File: config.mk
export PLATFORM = sky130hd
export DESIGN_NAME = line_span_rasterizer
export DESIGN_NICKNAME = d
export VERILOG_FILES = /design/src/rtl/lsr_pkg.sv /design/src/rtl/line_span_rasterizer.sv /design/src/rtl/lsr_div.sv /design/src/rtl/lsr_cfg.sv
export SDC_FILE = /design/constraint.sdc
export NUM_CORES = 1
export LEC_CHECK = 0
export BUFFER_PORTS_ARGS = -buffer_cell sky130_fd_sc_hd__buf_2
export CAP_MARGIN = 20
export CORE_MARGIN = 10
export CORE_UTILIZATION = 45
export CTS_BUF_LIST = sky130_fd_sc_hd__clkbuf_4 sky130_fd_sc_hd__clkbuf_8 sky130_fd_sc_hd__clkbuf_16
export CTS_CLUSTER_DIAMETER = 120
export CTS_CLUSTER_SIZE = 25
export DETAILED_ROUTE_END_ITERATION = 7
export PLACE_DENSITY = 0.65
export SLEW_MARGIN = 20
export SYNTH_ARGS = -nofsm -noshare
export SYNTH_HDL_FRONTEND = slang
export SYNTH_SLANG_ARGS = --single-unit
File: constraint.sdc
create_clock -name clk -period 18.8 [get_ports clk]
set_input_delay 4.7 -clock clk [delete_from_list [all_inputs] [get_ports clk]]
set_output_delay 4.7 -clock clk [all_outputs]
set_load 0.05 [all_outputs]
File: src/rtl/lsr_pkg.sv
`timescale 1ns / 1ps
// ----------------------------------------------------------------------------
// Line span rasterizer package
// Shared widths, item codes, register map and the divider handshake types.
// ----------------------------------------------------------------------------
package lsr_pkg;

	localparam int COORD_BITS = 10;
	// Current x and the error term need two bits beyond a coordinate, with sign.
	localparam int XW = COORD_BITS + 2;
	localparam int EW = COORD_BITS + 2;
	// The dividend is the positive error term, so its sign bit is dropped.
	localparam int QW = EW - 1;
	localparam int DIV_CNT_W = $clog2(QW + 1);

	localparam int COLOR_W = 15;
	localparam logic [COLOR_W-1:0] COLOR_RESET = 15'd26425;

	localparam int IN_W = ((4 * COORD_BITS + 7) / 8) * 8;
	localparam int OUT_W = ((3 * COORD_BITS + COLOR_W + 7) / 8) * 8;

	localparam int PADDR_W = 3;
	localparam int PDATA_W = 32;
	localparam logic REG_LINE_COLOR = 1'b0;

	localparam logic ACT_LOAD = 1'b0;
	localparam logic ACT_ADVANCE = 1'b1;

	localparam logic [1:0] KIND_HORIZ = 2'd0;
	localparam logic [1:0] KIND_VERT = 2'd1;
	localparam logic [1:0] KIND_DIAG = 2'd2;

	typedef struct packed {
		logic                  start;
		logic [QW-1:0]         dividend;
		logic [COORD_BITS-1:0] divisor;
	} div_req_t;

	typedef struct packed {
		logic                  done;
		logic [QW-1:0]         quotient;
		logic [COORD_BITS-1:0] remainder;
	} div_rsp_t;

endpackage

File: src/rtl/line_span_rasterizer.sv
`timescale 1ns / 1ps
// ----------------------------------------------------------------------------
// Line span rasterizer
// Orders two endpoints on load and emits one horizontal span per advance item while a line is loaded.
// ----------------------------------------------------------------------------
// A load item gives no result.
// An advance item passes through the row state into the output register, which
// waits while a span is unaccepted; a long diagonal run first waits for the
// bit-serial divider, one quotient bit per cycle. One item is worked on at a time.
// Reset is asynchronous, active low: idle, no line loaded, color 26425.
module line_span_rasterizer (
	input  logic                          clk,
	input  logic                          arst_n,
	input  logic                          s_tvalid,
	output logic                          s_tready,
	input  logic [lsr_pkg::IN_W-1:0]      s_tdata,  // x_a, y_a, x_b, y_b
	input  logic                          s_tuser,  // action
	output logic                          m_tvalid,
	input  logic                          m_tready,
	output logic [lsr_pkg::OUT_W-1:0]     m_tdata,  // row, span_left, span_right, pixel_color
	output logic                          m_tuser,  // span_empty
	output logic                          m_tlast,  // last_span
	input  logic                          psel,
	input  logic                          penable,
	input  logic                          pwrite,
	input  logic [lsr_pkg::PADDR_W-1:0]   paddr,
	input  logic [lsr_pkg::PDATA_W-1:0]   pwdata,
	output logic [lsr_pkg::PDATA_W-1:0]   prdata,
	output logic                          pready
);

	localparam int CB = lsr_pkg::COORD_BITS;
	localparam int XW = lsr_pkg::XW;
	localparam int EW = lsr_pkg::EW;
	localparam int QW = lsr_pkg::QW;
	localparam int W  = XW + 1;
	localparam int OW = lsr_pkg::OUT_W;

	localparam logic [1:0] ST_IDLE = 2'd0;
	localparam logic [1:0] ST_ROW  = 2'd1;
	localparam logic [1:0] ST_DIV  = 2'd2;

	localparam logic signed [W-1:0] ONE_W = W'(1);
	localparam logic signed [XW-1:0] ONE_X = XW'(1);

	logic [1:0]                  state_q;
	logic                        busy_q;
	logic [1:0]                  kind_q;
	logic                        step_left_q;
	logic signed [XW-1:0]        cur_x_q;
	logic [CB-1:0]               cur_y_q;
	logic [CB-1:0]               end_x_q;
	logic [CB-1:0]               end_y_q;
	logic [CB-1:0]               dx_q;
	logic [CB-1:0]               dy_q;
	logic signed [EW-1:0]        err_q;

	logic                        m_tvalid_q;
	logic [OW-1:0]               m_tdata_q;
	logic                        m_tuser_q;
	logic                        m_tlast_q;

	logic [lsr_pkg::COLOR_W-1:0] line_color;
	lsr_pkg::div_req_t           div_req;
	lsr_pkg::div_rsp_t           div_rsp;

	lsr_cfg u_cfg (
		.clk        (clk),
		.arst_n     (arst_n),
		.psel       (psel),
		.penable    (penable),
		.pwrite     (pwrite),
		.paddr      (paddr),
		.pwdata     (pwdata),
		.prdata     (prdata),
		.pready     (pready),
		.line_color (line_color)
	);

	lsr_div u_div (
		.clk    (clk),
		.arst_n (arst_n),
		.req    (div_req),
		.rsp    (div_rsp)
	);

	// ---------------- load: order the endpoints ----------------
	logic [CB-1:0]        xa, ya, xb, yb;
	logic                 swap;
	logic [CB-1:0]        xs, ys, xe, ye;
	logic                 ld_left;
	logic [CB-1:0]        ld_dx, ld_dy;
	logic [1:0]           ld_kind;
	logic signed [EW-1:0] ld_err;

	assign xa = s_tdata[CB-1:0];
	assign ya = s_tdata[2*CB-1:CB];
	assign xb = s_tdata[3*CB-1:2*CB];
	assign yb = s_tdata[4*CB-1:3*CB];

	always_comb begin
		swap    = (ya == yb) ? (xb < xa) : (yb < ya);
		xs      = swap ? xb : xa;
		ys      = swap ? yb : ya;
		xe      = swap ? xa : xb;
		ye      = swap ? ya : yb;
		ld_left = xe < xs;
		ld_dx   = ld_left ? xs - xe : xe - xs;
		ld_dy   = ye - ys;
		if (ys == ye) begin
			ld_kind = lsr_pkg::KIND_HORIZ;
		end else if (xs == xe) begin
			ld_kind = lsr_pkg::KIND_VERT;
		end else begin
			ld_kind = lsr_pkg::KIND_DIAG;
		end
		if (ld_dx > ld_dy) begin
			ld_err = $signed({2'b00, ld_dx >> 1});
		end else begin
			ld_err = -$signed({2'b00, ld_dy >> 1});
		end
	end

	// ---------------- row step ----------------
	logic signed [W-1:0]  x_w, ex_w, run_w;
	logic signed [EW-1:0] dx_e, dy_e, rem_e;
	logic signed [W-1:0]  lo_w, hi_w;
	logic                 last_w, empty_w, need_div, slot_free, emit;
	logic signed [XW-1:0] cur_x_n;
	logic [CB-1:0]        cur_y_n;
	logic signed [EW-1:0] err_n;

	assign x_w   = {cur_x_q[XW-1], cur_x_q};
	assign ex_w  = $signed({3'b000, end_x_q});
	assign run_w = $signed({2'b00, div_rsp.quotient});
	assign dx_e  = $signed({2'b00, dx_q});
	assign dy_e  = $signed({2'b00, dy_q});
	assign rem_e = $signed({2'b00, div_rsp.remainder});

	always_comb begin
		lo_w     = x_w;
		hi_w     = x_w;
		last_w   = 1'b0;
		need_div = 1'b0;
		cur_x_n  = cur_x_q;
		cur_y_n  = cur_y_q;
		err_n    = err_q;
		if (state_q == ST_DIV) begin
			// A long run: the quotient is the run length, the remainder less dy plus dx the new error.
			if (!step_left_q) begin
				hi_w    = x_w + run_w;
				cur_x_n = XW'(hi_w + ONE_W);
				if (hi_w > ex_w) begin
					hi_w = ex_w;
				end
			end else begin
				lo_w    = x_w - run_w;
				cur_x_n = XW'(lo_w - ONE_W);
				if (lo_w < ex_w) begin
					lo_w = ex_w;
				end
			end
			err_n   = rem_e - dy_e + dx_e;
			cur_y_n = cur_y_q + CB'(1);
		end else begin
			unique case (kind_q)
				lsr_pkg::KIND_HORIZ: begin
					hi_w   = ex_w;
					last_w = 1'b1;
				end
				lsr_pkg::KIND_VERT: begin
					if (cur_y_q >= end_y_q) begin
						last_w = 1'b1;
					end else begin
						cur_y_n = cur_y_q + CB'(1);
					end
				end
				lsr_pkg::KIND_DIAG: begin
					if (cur_y_q >= end_y_q) begin
						// The final row takes what is left of the line up to end x.
						last_w = 1'b1;
						if (!step_left_q) begin
							hi_w = ex_w;
						end else begin
							lo_w = ex_w;
						end
					end else if (x_w == ex_w) begin
						cur_y_n = cur_y_q + CB'(1);
					end else if (err_q < dy_e) begin
						cur_y_n = cur_y_q + CB'(1);
						if (err_q > -dx_e) begin
							cur_x_n = step_left_q ? cur_x_q - ONE_X : cur_x_q + ONE_X;
							err_n   = err_q + dx_e - dy_e;
						end else begin
							err_n = err_q + dx_e;
						end
					end else begin
						need_div = 1'b1;
					end
				end
				default: begin
					last_w = 1'b1;
				end
			endcase
		end
		empty_w = lo_w > hi_w;
		if (empty_w) begin
			lo_w = ex_w;
			hi_w = ex_w;
		end
	end

	assign slot_free = !m_tvalid_q || m_tready;
	assign emit      = ((state_q == ST_ROW) && slot_free && !need_div) ||
	                   ((state_q == ST_DIV) && div_rsp.done);
	assign s_tready  = (state_q == ST_IDLE);

	assign div_req.start    = (state_q == ST_ROW) && slot_free && need_div;
	assign div_req.dividend = err_q[QW-1:0];
	assign div_req.divisor  = dy_q;

	// ---------------- control and line state ----------------
	always_ff @(posedge clk or negedge arst_n) begin
		if (!arst_n) begin
			state_q     <= ST_IDLE;
			busy_q      <= 1'b0;
			kind_q      <= lsr_pkg::KIND_HORIZ;
			step_left_q <= 1'b0;
			cur_x_q     <= '0;
			cur_y_q     <= '0;
			end_x_q     <= '0;
			end_y_q     <= '0;
			dx_q        <= '0;
			dy_q        <= '0;
			err_q       <= '0;
		end else begin
			unique case (state_q)
				ST_IDLE: begin
					if (s_tvalid) begin
						if (s_tuser == lsr_pkg::ACT_LOAD) begin
							busy_q      <= 1'b1;
							kind_q      <= ld_kind;
							step_left_q <= ld_left;
							cur_x_q     <= $signed({2'b00, xs});
							cur_y_q     <= ys;
							end_x_q     <= xe;
							end_y_q     <= ye;
							dx_q        <= ld_dx;
							dy_q        <= ld_dy;
							err_q       <= ld_err;
						end else if (busy_q) begin
							state_q <= ST_ROW;
						end
					end
				end
				ST_ROW: begin
					if (slot_free) begin
						state_q <= need_div ? ST_DIV : ST_IDLE;
					end
				end
				ST_DIV: begin
					if (div_rsp.done) begin
						state_q <= ST_IDLE;
					end
				end
				default: begin
					state_q <= ST_IDLE;
				end
			endcase
			if (emit) begin
				cur_x_q <= cur_x_n;
				cur_y_q <= cur_y_n;
				err_q   <= err_n;
				if (last_w) begin
					busy_q <= 1'b0;
				end
			end
		end
	end

	// ---------------- output register ----------------
	always_ff @(posedge clk or negedge arst_n) begin
		if (!arst_n) begin
			m_tvalid_q <= 1'b0;
		end else if (emit) begin
			m_tvalid_q <= 1'b1;
		end else if (m_tready) begin
			m_tvalid_q <= 1'b0;
		end
	end

	always_ff @(posedge clk) begin
		if (emit) begin
			m_tdata_q <= OW'({line_color, hi_w[CB-1:0], lo_w[CB-1:0], cur_y_q});
			m_tuser_q <= empty_w;
			m_tlast_q <= last_w;
		end
	end

	assign m_tvalid = m_tvalid_q;
	assign m_tdata  = m_tdata_q;
	assign m_tuser  = m_tuser_q;
	assign m_tlast  = m_tlast_q;

	// ---------------- assertions ----------------
	assert property (@(posedge clk) disable iff (!arst_n)
		(state_q == ST_DIV) |-> (busy_q && (kind_q == lsr_pkg::KIND_DIAG)))
		else $error("divider running without a diagonal line loaded");

	assert property (@(posedge clk) disable iff (!arst_n)
		(busy_q && (kind_q == lsr_pkg::KIND_DIAG)) |-> ((err_q >= -dy_e) && (err_q <= dx_e + dy_e)))
		else $error("error term left its range");

	assert property (@(posedge clk) disable iff (!arst_n)
		div_rsp.done |-> ((state_q == ST_DIV) && (div_rsp.remainder < dy_q)))
		else $error("divider result out of place or remainder not below divisor");

	assert property (@(posedge clk) disable iff (!arst_n)
		(m_tvalid_q && m_tuser_q) |-> (m_tdata_q[2*CB-1:CB] == m_tdata_q[3*CB-1:2*CB]))
		else $error("empty span with differing columns");

	assert property (@(posedge clk) disable iff (!arst_n)
		(s_tvalid && s_tready && (s_tuser == lsr_pkg::ACT_ADVANCE) && !busy_q) |=> (state_q == ST_IDLE))
		else $error("advance while idle started a row");

endmodule

File: src/rtl/lsr_div.sv
`timescale 1ns / 1ps
// ----------------------------------------------------------------------------
// Line span rasterizer run divider
// Bit-serial restoring divider: one quotient bit per cycle, QW quotient bits per run.
// ----------------------------------------------------------------------------
module lsr_div (
	input  logic              clk,
	input  logic              arst_n,
	input  lsr_pkg::div_req_t req,
	output lsr_pkg::div_rsp_t rsp
);

	localparam int CB = lsr_pkg::COORD_BITS;
	localparam int QW = lsr_pkg::QW;
	localparam int CW = lsr_pkg::DIV_CNT_W;

	logic [CW-1:0] cnt_q;
	logic          done_q;
	logic [CB-1:0] rem_q;
	logic [QW-1:0] num_q;
	logic [CB-1:0] div_q;

	logic [CB:0]   trial;
	logic [CB+1:0] diff;
	logic          fits;

	// The dividend shifts out at the top while quotient bits shift in below.
	assign trial = {rem_q, num_q[QW-1]};
	assign diff  = {1'b0, trial} - {2'b00, div_q};
	assign fits  = ~diff[CB+1];

	always_ff @(posedge clk or negedge arst_n) begin
		if (!arst_n) begin
			cnt_q  <= '0;
			done_q <= 1'b0;
		end else begin
			done_q <= 1'b0;
			if (req.start) begin
				cnt_q <= CW'(QW);
			end else if (cnt_q != '0) begin
				cnt_q <= cnt_q - CW'(1);
				if (cnt_q == CW'(1)) begin
					done_q <= 1'b1;
				end
			end
		end
	end

	always_ff @(posedge clk) begin
		if (req.start) begin
			rem_q <= '0;
			num_q <= req.dividend;
			div_q <= req.divisor;
		end else if (cnt_q != '0) begin
			rem_q <= fits ? diff[CB-1:0] : trial[CB-1:0];
			num_q <= {num_q[QW-2:0], fits};
		end
	end

	assign rsp.done      = done_q;
	assign rsp.quotient  = num_q;
	assign rsp.remainder = rem_q;

endmodule

File: src/rtl/lsr_cfg.sv
`timescale 1ns / 1ps
// ----------------------------------------------------------------------------
// Line span rasterizer register block
// APB-style port holding the line color register.
// ----------------------------------------------------------------------------
module lsr_cfg (
	input  logic                          clk,
	input  logic                          arst_n,
	input  logic                          psel,
	input  logic                          penable,
	input  logic                          pwrite,
	input  logic [lsr_pkg::PADDR_W-1:0]   paddr,
	input  logic [lsr_pkg::PDATA_W-1:0]   pwdata,
	output logic [lsr_pkg::PDATA_W-1:0]   prdata,
	output logic                          pready,
	output logic [lsr_pkg::COLOR_W-1:0]   line_color
);

	localparam int PW = lsr_pkg::PDATA_W;
	localparam int CW = lsr_pkg::COLOR_W;

	logic [CW-1:0] color_q;
	logic          sel_color;

	// Registers sit on 4-byte steps, so the index is the address above bit 1.
	assign sel_color = (paddr[lsr_pkg::PADDR_W-1:2] == lsr_pkg::REG_LINE_COLOR);
	assign pready    = 1'b1;

	always_ff @(posedge clk or negedge arst_n) begin
		if (!arst_n) begin
			color_q <= lsr_pkg::COLOR_RESET;
		end else if (psel && penable && pwrite && pready && sel_color) begin
			color_q <= pwdata[CW-1:0];
		end
	end

	assign prdata     = sel_color ? PW'(color_q) : '0;
	assign line_color = color_q;

endmodule

After elaboration in Yosys (flattened, before gate mapping)
Cells that the tools add are included.
Storage, ports and cells
  input port bits: 83
  flip-flop bits (word level): 179
  output and inout port bits: 85
  word-level logic and storage cells: 186
Cells by class
  multiplexer cells: 86
  equal/unequal tests: 24
  add/sub/neg operators: 18
  reduce and logical (&&, ||, !) cells: 24
  bitwise logic cells: 3
  $lt $le $gt $ge: 10
Operators by type and width (number)
  2-to-1 mux 12 bit: 23
  2-to-1 mux 10 bit: 17
  2-to-1 mux 13 bit: 11
  equality test 10 bit: 3
  < comparator 10 bit: 3
  subtractor 10 bit: 3
  one-hot mux 13 bit (2 select lines): 1
  adder 12 x 2 -> 12 bit, second input constant: 2
  subtractor 12 x 2 -> 12 bit, second input constant: 2
  2-to-1 mux 11 bit: 2
  one-hot mux 10 bit (2 select lines): 1
  2-to-1 mux 1 bit: 19
  2-to-1 mux 2 bit: 8
  2-to-1 mux 15 bit: 1
  AND reduction 7 bit: 2
  adder 12 x 12 -> 13 bit: 1
  greater-than comparator 13 x 11 -> 1 bit: 1
  greater-than comparator 13 bit: 1
  < comparator 13 x 11 -> 1 bit: 1
  subtractor 12 x 12 -> 13 bit: 1
  adder 11 x 11 -> 12 bit: 1
  adder 12 x 11 -> 12 bit: 1
  equality test 12 x 11 -> 1 bit: 1
  greater-than comparator 12 bit: 1
  other kinds (33): 58

Logic depth before layout (Yosys ltp)
  depth in word-level cells: 11
  depth in mapped cells: 39
  depth with buffers taken out: 36

Hierarchy
Synthesis repeated with hierarchy kept, for this count alone.
Second synthesis, totals
  cells, all modules: 1984
  area, all modules: 17060.1 sq um
Modules (own cells, without submodules)
  line_span_rasterizer: instances 1, seq. area each 3438.3 sq um, area an instance 14218.6 sq um, cells an instance 1742
  lsr_div: instances 1, seq. area each 955.9 sq um, area an instance 1966.9 sq um, cells an instance 174
  lsr_cfg: instances 1, seq. area each 386.6 sq um, area an instance 874.6 sq um, cells an instance 68

Worst setup path after synthesis
OpenSTA, ideal clock, no wires.
  kind: input-to-reg
  start: in s_tdata[18] (netlist name)
  end: reg err_q[3]
  path buffers: 7
  cell stages on the path: 27
  data arrival time: 10343 ps
  data required time: 18674 ps
  setup slack: 8331 ps
  library setup time: 126 ps
  cell sequence: inv_1 > ha_1 > buf_2 > and4_1 > nand4_2 > o21ba_1 > buf_6 > a22oi_4 > buf_6 > buf_4 > clkbuf_1 > clkbuf_1 > buf_1 > a21oi_1 > ha_1 > a221oi_1 > o221ai_1 > a221oi_1 > o211ai_1 > mux2i_1 > xnor2_1 > ha_1 > o21ai_0 > a21oi_1 > o311ai_2 > mux2_2 > a221o_1
Between the ends
  word-level cells in the longest chain between the ends: 11
  elaborated cells on any way between the ends: 19
  classes of those cells: add/sub: 4; order compare: 3; eq/ne: 1; mux: 11
Ends and longest elaborated chain
  from (decl): RTL line line_span_rasterizer.sv:16  | input logic [lsr_pkg::IN_W-1:0] s_tdata,
  < comparator 10 bit / equality test 10 bit (equally long branches): RTL line line_span_rasterizer.sv:102  | swap = (ya == yb) ? (xb < xa) : (yb < ya);
  2-to-1 mux 1 bit *: RTL line line_span_rasterizer.sv:102
  2-to-1 mux 10 bit, on equally long branches: RTL line line_span_rasterizer.sv:105, line_span_rasterizer.sv:103
  subtractor 10 bit / < comparator 10 bit (equally long branches): RTL line line_span_rasterizer.sv:108, line_span_rasterizer.sv:107
  2-to-1 mux 10 bit *: RTL line line_span_rasterizer.sv:108  | ld_dx = ld_left ? xs - xe : xe - xs;
  net ld_dx[8]: RTL line line_span_rasterizer.sv:92  | logic [CB-1:0] ld_dx, ld_dy;
  greater-than comparator 10 bit *: RTL line line_span_rasterizer.sv:117  | if (ld_dx > ld_dy) begin
  2-to-1 mux 12 bit *: RTL line line_span_rasterizer.sv:117
  2-to-1 mux 12 bit *: RTL line line_span_rasterizer.sv:240  | if (s_tuser == lsr_pkg::ACT_LOAD) begin
  2-to-1 mux 12 bit *: RTL line line_span_rasterizer.sv:239  | if (s_tvalid) begin
  2-to-1 mux 12 bit *: RTL line line_span_rasterizer.sv:237  | unique case (state_q)
  2-to-1 mux 12 bit *: RTL line line_span_rasterizer.sv:270  | if (emit) begin
  to (signal assigned): RTL line line_span_rasterizer.sv:250  | err_q <= ld_err;
  to (signal assigned): RTL line line_span_rasterizer.sv:273  | err_q <= err_n;
  to (decl): RTL line line_span_rasterizer.sv:56  | logic signed [EW-1:0] err_q;
The timed path passes the listed nets; every way through them passes the cells marked *. The select of a mux whose other input is x is not followed.
A chain may end at the register's enable or synchronous reset.

Worst setup path after layout
Ends and elaborated chain as after synthesis.

==> impl_metrics.csv <==
group,metric,value,unit
run_status,status,"complete, no violations",
run,maxCapViolCount,0,
timing,timing.fmax,87.92,MHz
global_routing,first_global_vias,15166,
worst_setup_path,r2r_setup_slack,10.83,ns
clock_network,clockBufferDepth,2,
yosys,synth_common_cells,"225 x nand2_1, 193 x ha_1, 154 x inv_1, 143 x nor2_1, 119 x o21ai_0",
worst_setup_path,critPathLaunchType,"input pin",
timing,tightest_slew,0.9936,ns
yosys,ys_top_cells_by_area,"ha_1 14%, dfrtp_1 13%, edfxtp_1 12%",
timing,timing.setup.tns,0,ns
yosys,synth-main-ff-cell,"dfrtp_1",
yosys,synth.avg_cell_area,8.392,µm²
floorplanning,placement_rows,71,
clock_network,worstSkewPairLatency,0.47,ns
worst_setup_path,worst_path_max_delay_cell,"o311ai_2",
floorplanning,fp.dieW,215.8,µm
placed_design,hpwl,40380,µm
clock_network,cts_resized,0,
yosys,synth_edf_count,68,
drt,vias,15729,
yosys,ys_types,94,
floorplanning,dieArea,46550,µm²
floorplanning,start_util,45.68,%
yosys,synth_area,17250,µm²
timing,rsz0062_at_grt,"no",
global_routing,grtUsageTotal,22.35,%
placed_design,place_inst,2610,
worst_setup_path,worstPathArrival,11.72,ns
timing,clock_skew,0.01813,ns
yosys,syn_inst,2055,
timing,finalHoldViolCount,0,
drt,wl_per_cell,20.19,µm
worst_setup_path,cpMostUsedCell,"ha_1",
final_layout,postLayoutCellArea,18810,µm²
final_layout,nets,2402,
placed_design,placed_area,18210,µm²
floorplanning,die_y,215.8,µm
drt,dr.pass1.iters,5,
worst_setup_path,crit_required,19.15,ns
clock_network,root_buffer,"clkbuf_16",
timing,fin_crit_sh,60.50,%
timing,setup_violations,0,
timing,slew_viol_final,0,
final_layout,area_growth,9.098,%
drt,postRouteAntennaNets,0,
final_layout,fin_cells,2643,
floorplanning,ios,168,
global_routing,grt_max_degree,73,
timing,holdWs,0.4570,ns
yosys,yosysWarnings,0,
drt,drt_drc_violations_left,0,
global_routing,grt_overflow,0,
yosys,yosys.cell_count.top_type,"nand2_1",
worst_hold_path,hold_class,"reg2reg",
worst_setup_path,critPathCaptureType,"flip-flop",
yosys,synth_top_area_share,14.00,%
yosys,synth-seq-cells,179,
worst_setup_path,worstSetupPathType,"in2reg",
clock_network,h-tree-depth,4,
final_layout,layout-drive-gt1-share,12.06,%
timing,layout_min_cycle_time,11.37,ns
worst_setup_path,slowest_delay,0.73,ns
yosys,synthArstFlopShare,56.42,%
floorplanning,core-area,37760,µm²
drt,drtIter0Drc,1236,
clock_network,postCtsSetupBuffers,0,
clock_network,cts_hold_buf,0,
worst_setup_path,path_max_fanout,13,
drt,finalWirelength,53350,µm
clock_network,clkSlewWorstSetupHoldPaths,0.07,ns
clock_network,cts_sinks,179,
yosys,synth.yosys.seq_area_share,27.72,%
clock_network,cts_tree,"built",
clock_network,cts_buffers,17,
placed_design,portBuffers,127,
global_routing,grt_pass1_wl,84010,µm
drt,vias_per_cell,5.951,
timing,maxSlewHeadroom,33.76,%
global_routing,grt_antenna_before_repair,2,
yosys,synth_top_area_cell,"ha_1",
placed_design,routabilityCongestion,0.9327,
worst max-delay path: cells and delay by family:
family / cells / cell delay, ns
adders and majority gates: 3 / 1.00
muxes: 2 / 0.71
AOI/OAI and AO/OA: 13 / 3.35
buffers and inverters: 4 / 0.49
and+or+nand+nor: 8 / 1.26
xor gates and xnor gates: 1 / 0.21
registers in the layout, indices dropped and copies added (netlist names), 10 cells and up:
name and cells:
end_y_q 10, u_div.div_q 10, u_div.num_q 11, cur_y_q 10, m_tdata 45, u_cfg.line_color 15
cur_x_q 12, dy_q 10, end_x_q 10, err_q 12, dx_q 10, u_div.rem_q 10
routing by layer:
| layer | global-route usage (%) | vias to the layer above | wire length (µm) |
|---|---|---|---|
| met5 | 0 | - | 13 |
| met4 | 8.754 | 2 | 1609 |
| met3 | 3.469 | 96 | 3028 |
| met2 | 37.28 | 528 | 25300 |
| met1 | 28.42 | 7550 | 23400 |
| li1 | - | 7553 | - |
layout make-up:
type	count	area [µm²]
clock inverter	11	113.9
clock buffer	21	490.5
timing repair buffer	145	773.2
inverter	156	585.6
tap	511	639.4
sequential	179	4782
multi-input combinational	1619	11430
antenna	1	2.502
fill	3625	18940
placed cells by master (no fill, tap or decap), types with 24 or more instances in the layout:
master and n:
a211oi_1 28, a21o_1 37, a21oi_1 116, a31oi_1 40, buf_2 126, dfrtp_1 91
edfxtp_1 68, ha_1 193, inv_1 153, mux2_2 35, mux2i_1 35, nand2_1 225
nand2b_1 24, nand3_1 33, nor2_1 141, nor2b_1 38, nor3_1 51, o211ai_1 27
o21ai_0 119, o21bai_1 24, xnor2_1 69, xor2_1 41
kinds of logic (layout without fill, tap and decap cells):
group | Yosys count | in the layout | synth area share (%)
AND/OR/NAND/NOR | 615 | 615 | 16.72
AO/OA/AOI/OAI | 599 | 599 | 23.77
buffers and inverters | 276 | 333 | 6.682
adder cells (fa/ha/maj) | 201 | 201 | 14.93
flip-flops | 179 | 179 | 27.72
XOR/XNOR | 111 | 111 | 5.681
multiplexers | 72 | 72 | 4.448
other | 2 | 22 | 0.04355
final timing paths:
path,cells past startpoint,end,from
setup / recovery,31,err_q[3]$_DFFE_PN0P_,s_tdata[18]
setup reg to reg,32,m_tdata[12]$_DFFE_PN_,cur_x_q[0]$_DFFE_PN0P_
max in group asynchronous,2,step_left_q$_DFFE_PN0P_,arst_n
hold reg to reg,0,m_tdata[31]$_DFFE_PN_,u_cfg.line_color[1]$_DFFE_PN0P_
hold / removal,0,m_tdata[31]$_DFFE_PN_,u_cfg.line_color[1]$_DFFE_PN0P_
min in group asynchronous,1,err_q[0]$_DFFE_PN0P_,arst_n
stage by stage:
stage | setup slack, ns | util, %
4_1_cts | 7.560 | 49.83
2_1_floorplan | 8.331 | -
5_1_grt | 6.850 | 49.83
3_5_place_dp | 7.098 | 48.23
3_3_place_gp | 7.166 | 48.23
6_report | 7.426 | 49.83
Power is left out: the tool's default activity adds up to more than one toggle a clock period on the data nets, which glitch-free logic cannot reach.
